==> config.mk <==
export PLATFORM = sky130hd
export DESIGN_NAME = http_message_body_deframer
export DESIGN_NICKNAME = d
export VERILOG_FILES = /design/src/hw/rtl/hmbd_pkg.sv /design/src/hw/rtl/http_message_body_deframer.sv /design/src/hw/rtl/hmbd_cfg_regs.sv /design/src/hw/rtl/hmbd_parser.sv
export SDC_FILE = /design/constraint.sdc
export NUM_CORES = 1
export LEC_CHECK = 0
export ABC_AREA = 1
export BUFFER_PORTS_ARGS = -buffer_cell sky130_fd_sc_hd__clkbuf_2
export CAP_MARGIN = 20
export CELL_PAD_IN_SITES_DETAIL_PLACEMENT = 1
export CELL_PAD_IN_SITES_GLOBAL_PLACEMENT = 2
export CORE_UTILIZATION = 29
export CTS_CLUSTER_DIAMETER = 120
export CTS_CLUSTER_SIZE = 16
export DETAILED_ROUTE_END_ITERATION = 10
export PLACE_DENSITY_LB_ADDON = 0.05
export SLEW_MARGIN = 15
export SYNTH_ARGS = -nofsm -noshare
export SYNTH_HDL_FRONTEND = slang
export SYNTH_SLANG_ARGS = --single-unit
==> constraint.sdc <==
create_clock -name clk -period 1.9 [get_ports clk]
set_input_delay 0.19 -clock clk [delete_from_list [all_inputs] [get_ports clk]]
set_output_delay 0.19 -clock clk [all_outputs]
set_load 0.01 [all_outputs]
==> src/hw/rtl/hmbd_pkg.sv <==
// types, codes and helpers shared by the message body deframer
package hmbd_pkg;

  localparam int unsigned PADDR_W = 3;
  localparam int unsigned PDATA_W = 32;

  localparam logic [7:0] CHAR_CR = 8'h0D;
  localparam logic [7:0] CHAR_LF = 8'h0A;

  typedef enum logic [0:0] {
    REG_BODY_MODE   = 1'b0,
    REG_BODY_LENGTH = 1'b1
  } reg_index_t;

  typedef enum logic [1:0] {
    KIND_HEADER = 2'd0,
    KIND_BODY   = 2'd1,
    KIND_FRAME  = 2'd2,
    KIND_REJECT = 2'd3
  } kind_t;

  typedef enum logic [3:0] {
    PH_HEADER = 4'b0001,
    PH_BODY   = 4'b0010,
    PH_DONE   = 4'b0100,
    PH_FAIL   = 4'b1000
  } phase_t;

  typedef enum logic [7:0] {
    CH_DIGIT0  = 8'b0000_0001,
    CH_DIGITS  = 8'b0000_0010,
    CH_SIZE_LF = 8'b0000_0100,
    CH_DATA    = 8'b0000_1000,
    CH_DATA_CR = 8'b0001_0000,
    CH_DATA_LF = 8'b0010_0000,
    CH_END_CR  = 8'b0100_0000,
    CH_END_LF  = 8'b1000_0000
  } chunk_step_t;

  typedef struct packed {
    logic        body_mode;
    logic [31:0] body_length;
  } cfg_t;

  typedef struct packed {
    kind_t kind;
    logic  header_end;
    logic  done_res;
    logic  status;
  } result_t;

  typedef struct packed {
    logic       valid;
    logic [3:0] value;
  } hex_t;

  function automatic hex_t hex_decode(input logic [7:0] c);
    hex_t h;
    h.valid = 1'b1;
    h.value = 4'd0;
    if (c >= 8'h30 && c <= 8'h39) begin
      h.value = 4'(c - 8'h30);
    end else if (c >= 8'h61 && c <= 8'h66) begin
      h.value = 4'(c - 8'h57);
    end else if (c >= 8'h41 && c <= 8'h46) begin
      h.value = 4'(c - 8'h37);
    end else begin
      h.valid = 1'b0;
    end
    return h;
  endfunction

endpackage

==> src/hw/rtl/http_message_body_deframer.sv <==
// top level of the http message body deframer
//
//   channel | direction | handshake           | payload
//   --------+-----------+---------------------+--------------------------------------------
//   in      | input     | in_valid/in_stall   | data_byte
//   out     | output    | out_valid/out_stall | out_byte, kind, header_end, done_res, status
//   cfg     | apb slave | psel/penable        | paddr, pwdata, prdata (body_mode, body_length)
//
// one request byte per cycle while in_stall is low; each byte is held in the input register
// while the framing state updates, then its result lands in the output register
// (out_valid rises once the byte has passed through the input register into the result register)
// rst is synchronous and returns the framing state to the header phase
// a stall on out holds the result and stalls in only when the input register is full
module http_message_body_deframer #(
  parameter int unsigned LENGTH_BITS = 32
) (
  input  logic                          clk,
  input  logic                          rst,
  input  logic                          in_valid,
  output logic                          in_stall,
  input  logic [7:0]                    data_byte,
  output logic                          out_valid,
  input  logic                          out_stall,
  output logic [7:0]                    out_byte,
  output logic [1:0]                    kind,
  output logic                          header_end,
  output logic                          done_res,
  output logic                          status,
  input  logic                          psel,
  input  logic                          penable,
  input  logic                          pwrite,
  input  logic [hmbd_pkg::PADDR_W-1:0]  paddr,
  input  logic [hmbd_pkg::PDATA_W-1:0]  pwdata,
  output logic [hmbd_pkg::PDATA_W-1:0]  prdata,
  output logic                          pready
);

  hmbd_pkg::cfg_t    cfg;
  hmbd_pkg::result_t res;
  logic              in_q_valid;
  logic [7:0]        in_q_byte;
  logic              advance;
  logic              in_take;

  assign advance  = in_q_valid && (!out_valid || !out_stall);
  assign in_stall = in_q_valid && !advance;
  assign in_take  = in_valid && !in_stall;

  hmbd_cfg_regs u_cfg (
    .clk     (clk),
    .rst     (rst),
    .psel    (psel),
    .penable (penable),
    .pwrite  (pwrite),
    .paddr   (paddr),
    .pwdata  (pwdata),
    .prdata  (prdata),
    .pready  (pready),
    .cfg     (cfg)
  );

  hmbd_parser #(
    .LENGTH_BITS (LENGTH_BITS)
  ) u_parser (
    .clk       (clk),
    .rst       (rst),
    .advance   (advance),
    .data_byte (in_q_byte),
    .cfg       (cfg),
    .res       (res)
  );

  // input register
  always_ff @(posedge clk) begin
    if (rst) begin
      in_q_valid <= 1'b0;
    end else if (in_take) begin
      in_q_valid <= 1'b1;
    end else if (advance) begin
      in_q_valid <= 1'b0;
    end
  end

  always_ff @(posedge clk) begin
    if (in_take) begin
      in_q_byte <= data_byte;
    end
  end

  // result register
  always_ff @(posedge clk) begin
    if (rst) begin
      out_valid <= 1'b0;
    end else if (advance) begin
      out_valid <= 1'b1;
    end else if (!out_stall) begin
      out_valid <= 1'b0;
    end
  end

  always_ff @(posedge clk) begin
    if (advance) begin
      out_byte   <= in_q_byte;
      kind       <= res.kind;
      header_end <= res.header_end;
      done_res   <= res.done_res;
      status     <= res.status;
    end
  end

endmodule

==> src/hw/rtl/hmbd_cfg_regs.sv <==
// apb register file for body mode and body length
module hmbd_cfg_regs (
  input  logic                          clk,
  input  logic                          rst,
  input  logic                          psel,
  input  logic                          penable,
  input  logic                          pwrite,
  input  logic [hmbd_pkg::PADDR_W-1:0]  paddr,
  input  logic [hmbd_pkg::PDATA_W-1:0]  pwdata,
  output logic [hmbd_pkg::PDATA_W-1:0]  prdata,
  output logic                          pready,
  output hmbd_pkg::cfg_t                cfg
);

  hmbd_pkg::reg_index_t idx;
  logic                 wr_en;

  assign idx    = hmbd_pkg::reg_index_t'(paddr[2]);
  assign pready = 1'b1;
  assign wr_en  = psel && penable && pwrite && pready;

  always_ff @(posedge clk) begin
    if (rst) begin
      cfg.body_mode   <= 1'b0;
      cfg.body_length <= 32'd0;
    end else if (wr_en) begin
      unique case (idx)
        hmbd_pkg::REG_BODY_MODE:   cfg.body_mode   <= pwdata[0];
        hmbd_pkg::REG_BODY_LENGTH: cfg.body_length <= pwdata;
        default: ;
      endcase
    end
  end

  always_comb begin
    unique case (idx)
      hmbd_pkg::REG_BODY_MODE:   prdata = {31'd0, cfg.body_mode};
      hmbd_pkg::REG_BODY_LENGTH: prdata = cfg.body_length;
      default:                   prdata = '0;
    endcase
  end

endmodule

==> src/hw/rtl/hmbd_parser.sv <==
// framing state and per-byte classification
module hmbd_parser #(
  parameter int unsigned LENGTH_BITS = 32
) (
  input  logic                clk,
  input  logic                rst,
  input  logic                advance,
  input  logic [7:0]          data_byte,
  input  hmbd_pkg::cfg_t      cfg,
  output hmbd_pkg::result_t   res
);

  hmbd_pkg::phase_t        phase, phase_next;
  hmbd_pkg::chunk_step_t   chunk_step, chunk_step_next;
  logic [1:0]              delimiter_match, delimiter_match_next;
  logic [LENGTH_BITS-1:0]  chunk_size_acc, chunk_size_acc_next;
  logic [LENGTH_BITS-1:0]  bytes_left, bytes_left_next;

  logic [63:0]             length_ext;
  logic [LENGTH_BITS-1:0]  length_latch;
  logic [7:0]              expect_byte;
  hmbd_pkg::hex_t          hex;
  logic                    bad;
  hmbd_pkg::kind_t         kind;
  logic                    hend;
  logic                    done;

  assign length_ext   = {32'd0, cfg.body_length};
  assign length_latch = length_ext[LENGTH_BITS-1:0];
  assign hex          = hmbd_pkg::hex_decode(data_byte);
  assign expect_byte  = delimiter_match[0] ? hmbd_pkg::CHAR_LF : hmbd_pkg::CHAR_CR;

  always_comb begin
    phase_next           = phase;
    chunk_step_next      = chunk_step;
    delimiter_match_next = delimiter_match;
    chunk_size_acc_next  = chunk_size_acc;
    bytes_left_next      = bytes_left;
    kind                 = hmbd_pkg::KIND_HEADER;
    hend                 = 1'b0;
    done                 = 1'b0;
    bad                  = 1'b0;

    unique case (phase)
      hmbd_pkg::PH_HEADER: begin
        if (data_byte == expect_byte) begin
          delimiter_match_next = delimiter_match + 2'd1;
          if (delimiter_match == 2'd3) begin
            // blank line seen, body starts
            hend                = 1'b1;
            phase_next          = hmbd_pkg::PH_BODY;
            chunk_step_next     = hmbd_pkg::CH_DIGIT0;
            chunk_size_acc_next = '0;
            bytes_left_next     = length_latch;
            if (!cfg.body_mode && length_latch == '0) begin
              done       = 1'b1;
              phase_next = hmbd_pkg::PH_DONE;
            end
          end
        end else if (data_byte == hmbd_pkg::CHAR_CR) begin
          delimiter_match_next = 2'd1;
        end else begin
          delimiter_match_next = 2'd0;
        end
      end

      hmbd_pkg::PH_BODY: begin
        if (!cfg.body_mode) begin
          if (bytes_left == '0) begin
            bad = 1'b1;
          end else begin
            kind            = hmbd_pkg::KIND_BODY;
            bytes_left_next = bytes_left - 1'b1;
            if (bytes_left == LENGTH_BITS'(1)) begin
              done       = 1'b1;
              phase_next = hmbd_pkg::PH_DONE;
            end
          end
        end else begin
          kind = hmbd_pkg::KIND_FRAME;
          unique case (chunk_step) inside
            hmbd_pkg::CH_DIGIT0, hmbd_pkg::CH_DIGITS: begin
              if (data_byte == hmbd_pkg::CHAR_CR && chunk_step == hmbd_pkg::CH_DIGITS) begin
                chunk_step_next = hmbd_pkg::CH_SIZE_LF;
              end else if (!hex.valid) begin
                bad = 1'b1;
              end else if (chunk_size_acc[LENGTH_BITS-1 -: 4] != 4'd0) begin
                // one more digit would overflow the size
                bad = 1'b1;
              end else begin
                chunk_size_acc_next = {chunk_size_acc[LENGTH_BITS-5:0], hex.value};
                chunk_step_next     = hmbd_pkg::CH_DIGITS;
              end
            end
            hmbd_pkg::CH_SIZE_LF: begin
              if (data_byte != hmbd_pkg::CHAR_LF) begin
                bad = 1'b1;
              end else if (chunk_size_acc == '0) begin
                chunk_step_next = hmbd_pkg::CH_END_CR;
              end else begin
                bytes_left_next = chunk_size_acc;
                chunk_step_next = hmbd_pkg::CH_DATA;
              end
            end
            hmbd_pkg::CH_DATA: begin
              kind = hmbd_pkg::KIND_BODY;
              if (bytes_left != '0) begin
                bytes_left_next = bytes_left - 1'b1;
              end
              if (bytes_left <= LENGTH_BITS'(1)) begin
                chunk_step_next = hmbd_pkg::CH_DATA_CR;
              end
            end
            hmbd_pkg::CH_DATA_CR: begin
              if (data_byte != hmbd_pkg::CHAR_CR) bad = 1'b1;
              else chunk_step_next = hmbd_pkg::CH_DATA_LF;
            end
            hmbd_pkg::CH_END_CR: begin
              if (data_byte != hmbd_pkg::CHAR_CR) bad = 1'b1;
              else chunk_step_next = hmbd_pkg::CH_END_LF;
            end
            hmbd_pkg::CH_DATA_LF: begin
              if (data_byte != hmbd_pkg::CHAR_LF) begin
                bad = 1'b1;
              end else begin
                chunk_size_acc_next = '0;
                chunk_step_next     = hmbd_pkg::CH_DIGIT0;
              end
            end
            hmbd_pkg::CH_END_LF: begin
              if (data_byte != hmbd_pkg::CHAR_LF) begin
                bad = 1'b1;
              end else begin
                done       = 1'b1;
                phase_next = hmbd_pkg::PH_DONE;
              end
            end
            default: bad = 1'b1;
          endcase
        end
      end

      default: bad = 1'b1;
    endcase

    if (bad) begin
      phase_next = hmbd_pkg::PH_FAIL;
      kind       = hmbd_pkg::KIND_REJECT;
      hend       = 1'b0;
      done       = 1'b0;
    end

    res.kind       = kind;
    res.header_end = hend;
    res.done_res   = done;
    res.status     = (phase_next == hmbd_pkg::PH_FAIL);
  end

  always_ff @(posedge clk) begin
    if (rst) begin
      phase           <= hmbd_pkg::PH_HEADER;
      chunk_step      <= hmbd_pkg::CH_DIGIT0;
      delimiter_match <= 2'd0;
      chunk_size_acc  <= '0;
      bytes_left      <= '0;
    end else if (advance) begin
      phase           <= phase_next;
      chunk_step      <= chunk_step_next;
      delimiter_match <= delimiter_match_next;
      chunk_size_acc  <= chunk_size_acc_next;
      bytes_left      <= bytes_left_next;
    end
  end

endmodule

==> flow_summary.yaml <==
status:
  outcome: "finished with violations"
  violations: "setup timing"
floorplan:
  dieArea_sq_um: 27140
  die_w_microns: 164.7
  die_y_microns: 164.7
  initial_core_util_pct: 29.56
  io_pins: 98
  core_sq_um: 25980
  num_rows: 59
cts:
  clk_pin_slew_ns: 0.07
  cts_sinks: 134
  numCtsBuffers: 17
  clk_latency_ns: 0.43
  cts_buffer_depth: 2
  htree_levels: 4
  clock-root-buffer: "clkbuf_16"
  cts_tree: "done"
cells_and_area:
  insertedDiodeCount: 0
  stdcell_area_sq_um: 11650
  num-fill-cells: 3295
  syn_to_final_growth_pct: 51.67
  drive_gt1_share_pct: 36.43
  nNetsFinal: 1521
drt:
  routedWlPerCell_microns: 16.76
  vias: 8444
  ant_nets: 0
  via_per_inst: 4.660
  drc: 0
  drtIter0Drc: 372
  drt_wl_total_microns: 30360
  drt_pass1_iterations: 4
timing:
  finalHoldViolations: 0
  clock.fmax_mhz: 464.1
  rsz0062_at_grt: "true"
  fin_ws_ns: -0.2545
  finalCritPeriodShare_pct: 113.4
  period_minus_slack_ns: 2.154
  slew_viol_final: 0
  fin_worst_skew_ns: 0.01247
  setup_violations: 76
yosys:
  netlist_area_sq_um: 7681
  synth_edf_count: 21
  syn_inst: 1169
  syn_nets: 1226
  synth-seq-cells: 134
  yosysSeqAreaShare_pct: 37.66
  synth_ff_type: "dfxtp_1"
  yosysUniqueCellTypes: 48
  synth_area_per_cell_sq_um: 6.571
  synth-async-reset-ratio_pct: 0
  yosysWarnings: 0
critical_path:
  cp-start-kind: "flip-flop"
  endpoint_kind: "flip-flop"
  crit_path_frequent_cell: "nand2_1"
  cp_cell_sequence: "inv_2, ha_4, inv_2, nand2_1, nand4_1, nand2_1, nand2_2, a31oi_1, and2_4, clkbuf_16, nand2_1, nand2_1, nor2_1"
  ff2ff_setup_slack_ns: -0.25
  max_stage_delay_ns: 0.47
  crit_type: "flip-flop to flip-flop"
  cp_slowest_cell: "edfxtp_1"
  worstPathRequired_ns: 2.22
  cp.arrival_ns: 2.48
  crit_fanout: 17
  path_buf_inv: 3
  cp_top_family: "simple AND/OR/NAND/NOR gates"
global_route:
  antenna_found_initial: 0
  grt_first_pass_wirelength_microns: 46000
  grt_overflow: 0
  grt_use_total_pct: 22.34
  grt_max_degree: 51
  grt_pass1_vias: 8387
flow_run:
  drv_cap: 0
place:
  hpwlAfterDp_microns: 21870
  io_buffers: 94
  place_area_sq_um: 9801
  gp_congestion: 0.8579
min_path:
  hp-class: "input port to flip-flop"
power_and_ir_drop:
  p_per_area_nw_per_um2: 789.6
  total_power_mw: 9.199
  p_leak_nw: 5.477
  ir_drop_v: 0.0005791
-- where the power goes --
group	internal [mW]	switching, mW
clock	1.94	1.43
combinational	1.21	1.48
sequential	3.04	0.102
total	6.19	3.01
-- cells by family after synthesis --
| group | Yosys count | share of synthesized area (%) |
|---|---|---|
| xor gates and xnor gates | 18 | 2.052 |
| and+or+nand+nor | 653 | 36.37 |
| adders and majority gates | 7 | 1.140 |
| other | 1 | 0.04882 |
| buffers and inverters | 188 | 10.62 |
| DFF | 134 | 37.66 |
| AOI/OAI and AO/OA | 168 | 12.10 |
-- path summary, 6_finish.rpt --
kind / to / startpoint / cells past startpoint
setup reg to reg: u_parser.chunk_size_acc[3] / in_q_byte[1] / 13
hold reg to reg: u_parser.phase[3] / u_parser.phase[3] / 2
hold / removal: in_q_valid / in_valid / 3
setup / recovery: u_parser.chunk_size_acc[3] / in_q_byte[1] / 13
-- what timing repair did --
action                                  CTS  global route
endpoints found under the setup margin   78            79
cloned                                    2             3
pin swaps                                19            57
endpoints found under the hold margin     9             0
hold buffers                              9             0
setup buffers                            24             7
resized for setup                       102           145
-- layer usage --
layer | wire length [microns] | up-vias | GRT usage, %
li1 | - | 4304 | -
met1 | 14740 | 4027 | 30.67
met2 | 14500 | 90 | 36.84
met3 | 772 | 23 | 3.616
met4 | 348 | 0 | 4.254
met5 | 0 | - | 0
-- through the flow --
| step | hold WS [ns] | utilization [%] | TNS (ns) | cells | setup slack [ns] |
|---|---|---|---|---|---|
| after floorplan | 0.2517 | - | -0.5880 | 1169 | -0.02566 |
| after global placement | 0.3665 | 37.72 | -12.11 | 1740 | -0.2024 |
| after detailed placement | 0.3691 | 37.72 | -12.10 | 1740 | -0.1954 |
| after CTS | 0.01325 | 42.61 | -7.117 | 1806 | -0.1505 |
| after global routing | 0.03477 | 44.83 | -20.56 | 1812 | -0.3517 |
| final | 0.02799 | 44.83 | -12.27 | 1812 | -0.2545 |
-- state kept, by name (all words and copies together), names as in the netlist --
| register | flops |
|---|---|
| done_res | 1 |
| header_end | 1 |
| u_parser.delimiter_match | 2 |
| in_q_valid | 1 |
| u_parser.chunk_size_acc | 32 |
| u_cfg.cfg | 33 |
| u_parser.chunk_step | 8 |
| out_valid | 1 |
| in_q_byte | 8 |
| out_byte | 8 |
| kind | 2 |
| status | 1 |
| u_parser.bytes_left | 32 |
| u_parser.phase | 4 |
-- layout make-up --
| type | count | area, sq um | share of cell area (%) |
|---|---|---|---|
| Multi-Input combinational cell | 847 | 4671 | 40.09 |
| Timing Repair Buffer | 321 | 2514 | 21.58 |
| Tap cell | 335 | 419.2 | 3.598 |
| Clock inverter | 15 | 153.9 | 1.321 |
| Clock buffer | 17 | 425.4 | 3.652 |
| Inverter | 143 | 566.8 | 4.865 |
| Sequential cell | 134 | 2900 | 24.90 |
-- tightest hold or removal path, delay by kind of cell --
family / cells / cell delay [ns]
AO/OA/AOI/OAI: 1 / 0.06
AND/OR/NAND/NOR: 1 / 0.08
buffers and inverters: 1 / 0.08
-- cell usage in the layout, fill, tap and decap left out, types with 14 or more instances in the layout --
cell and instances:
nand3_1 42, nand2_4 14, nand2_2 38, o21ai_0 64, inv_1 121, nor2_1 185, a21oi_1 45, nor2_2 29
nor2_4 36, clkbuf_16 20, dfxtp_1 107, edfxtp_1 21, clkbuf_2 94, nand2_1 245, buf_4 186, nand4_1 21
inv_2 16
-- synthesized netlist by cell type, types with 2 or more instances --
master / count / area, sq um
nand2_1: 288 / 1081
nor2_1: 236 / 885.9
inv_1: 132 / 495.5
dfxtp_1: 113 / 2262
o21ai_0: 73 / 365.4
nand3_1: 54 / 270.3
a21oi_1: 50 / 250.2
clkbuf_1: 23 / 86.33
edfxtp_1: 21 / 630.6
nand4_1: 21 / 131.4
buf_6: 13 / 146.4
o211ai_1: 11 / 82.58
o21ai_1: 11 / 55.05
xnor2_1: 11 / 96.34
nor3_1: 9 / 45.04
nor2_4: 8 / 90.09
ha_1: 7 / 87.58
inv_2: 7 / 26.28
nand2_2: 7 / 43.79
o22ai_1: 7 / 43.79
or2_2: 7 / 43.79
xor2_1: 7 / 61.31
nor2_2: 6 / 37.54
buf_2: 5 / 25.02
o221ai_1: 5 / 43.79
and2_1: 3 / 18.77
buf_1: 3 / 11.26
clkinv_1: 3 / 11.26
nand2_4: 3 / 33.78
nand3b_1: 3 / 22.52
a21oi_2: 2 / 17.52
a31oi_1: 2 / 12.51
nor4_1: 2 / 12.51
o21ai_2: 2 / 17.52
(Power assumes the default switching activity.)
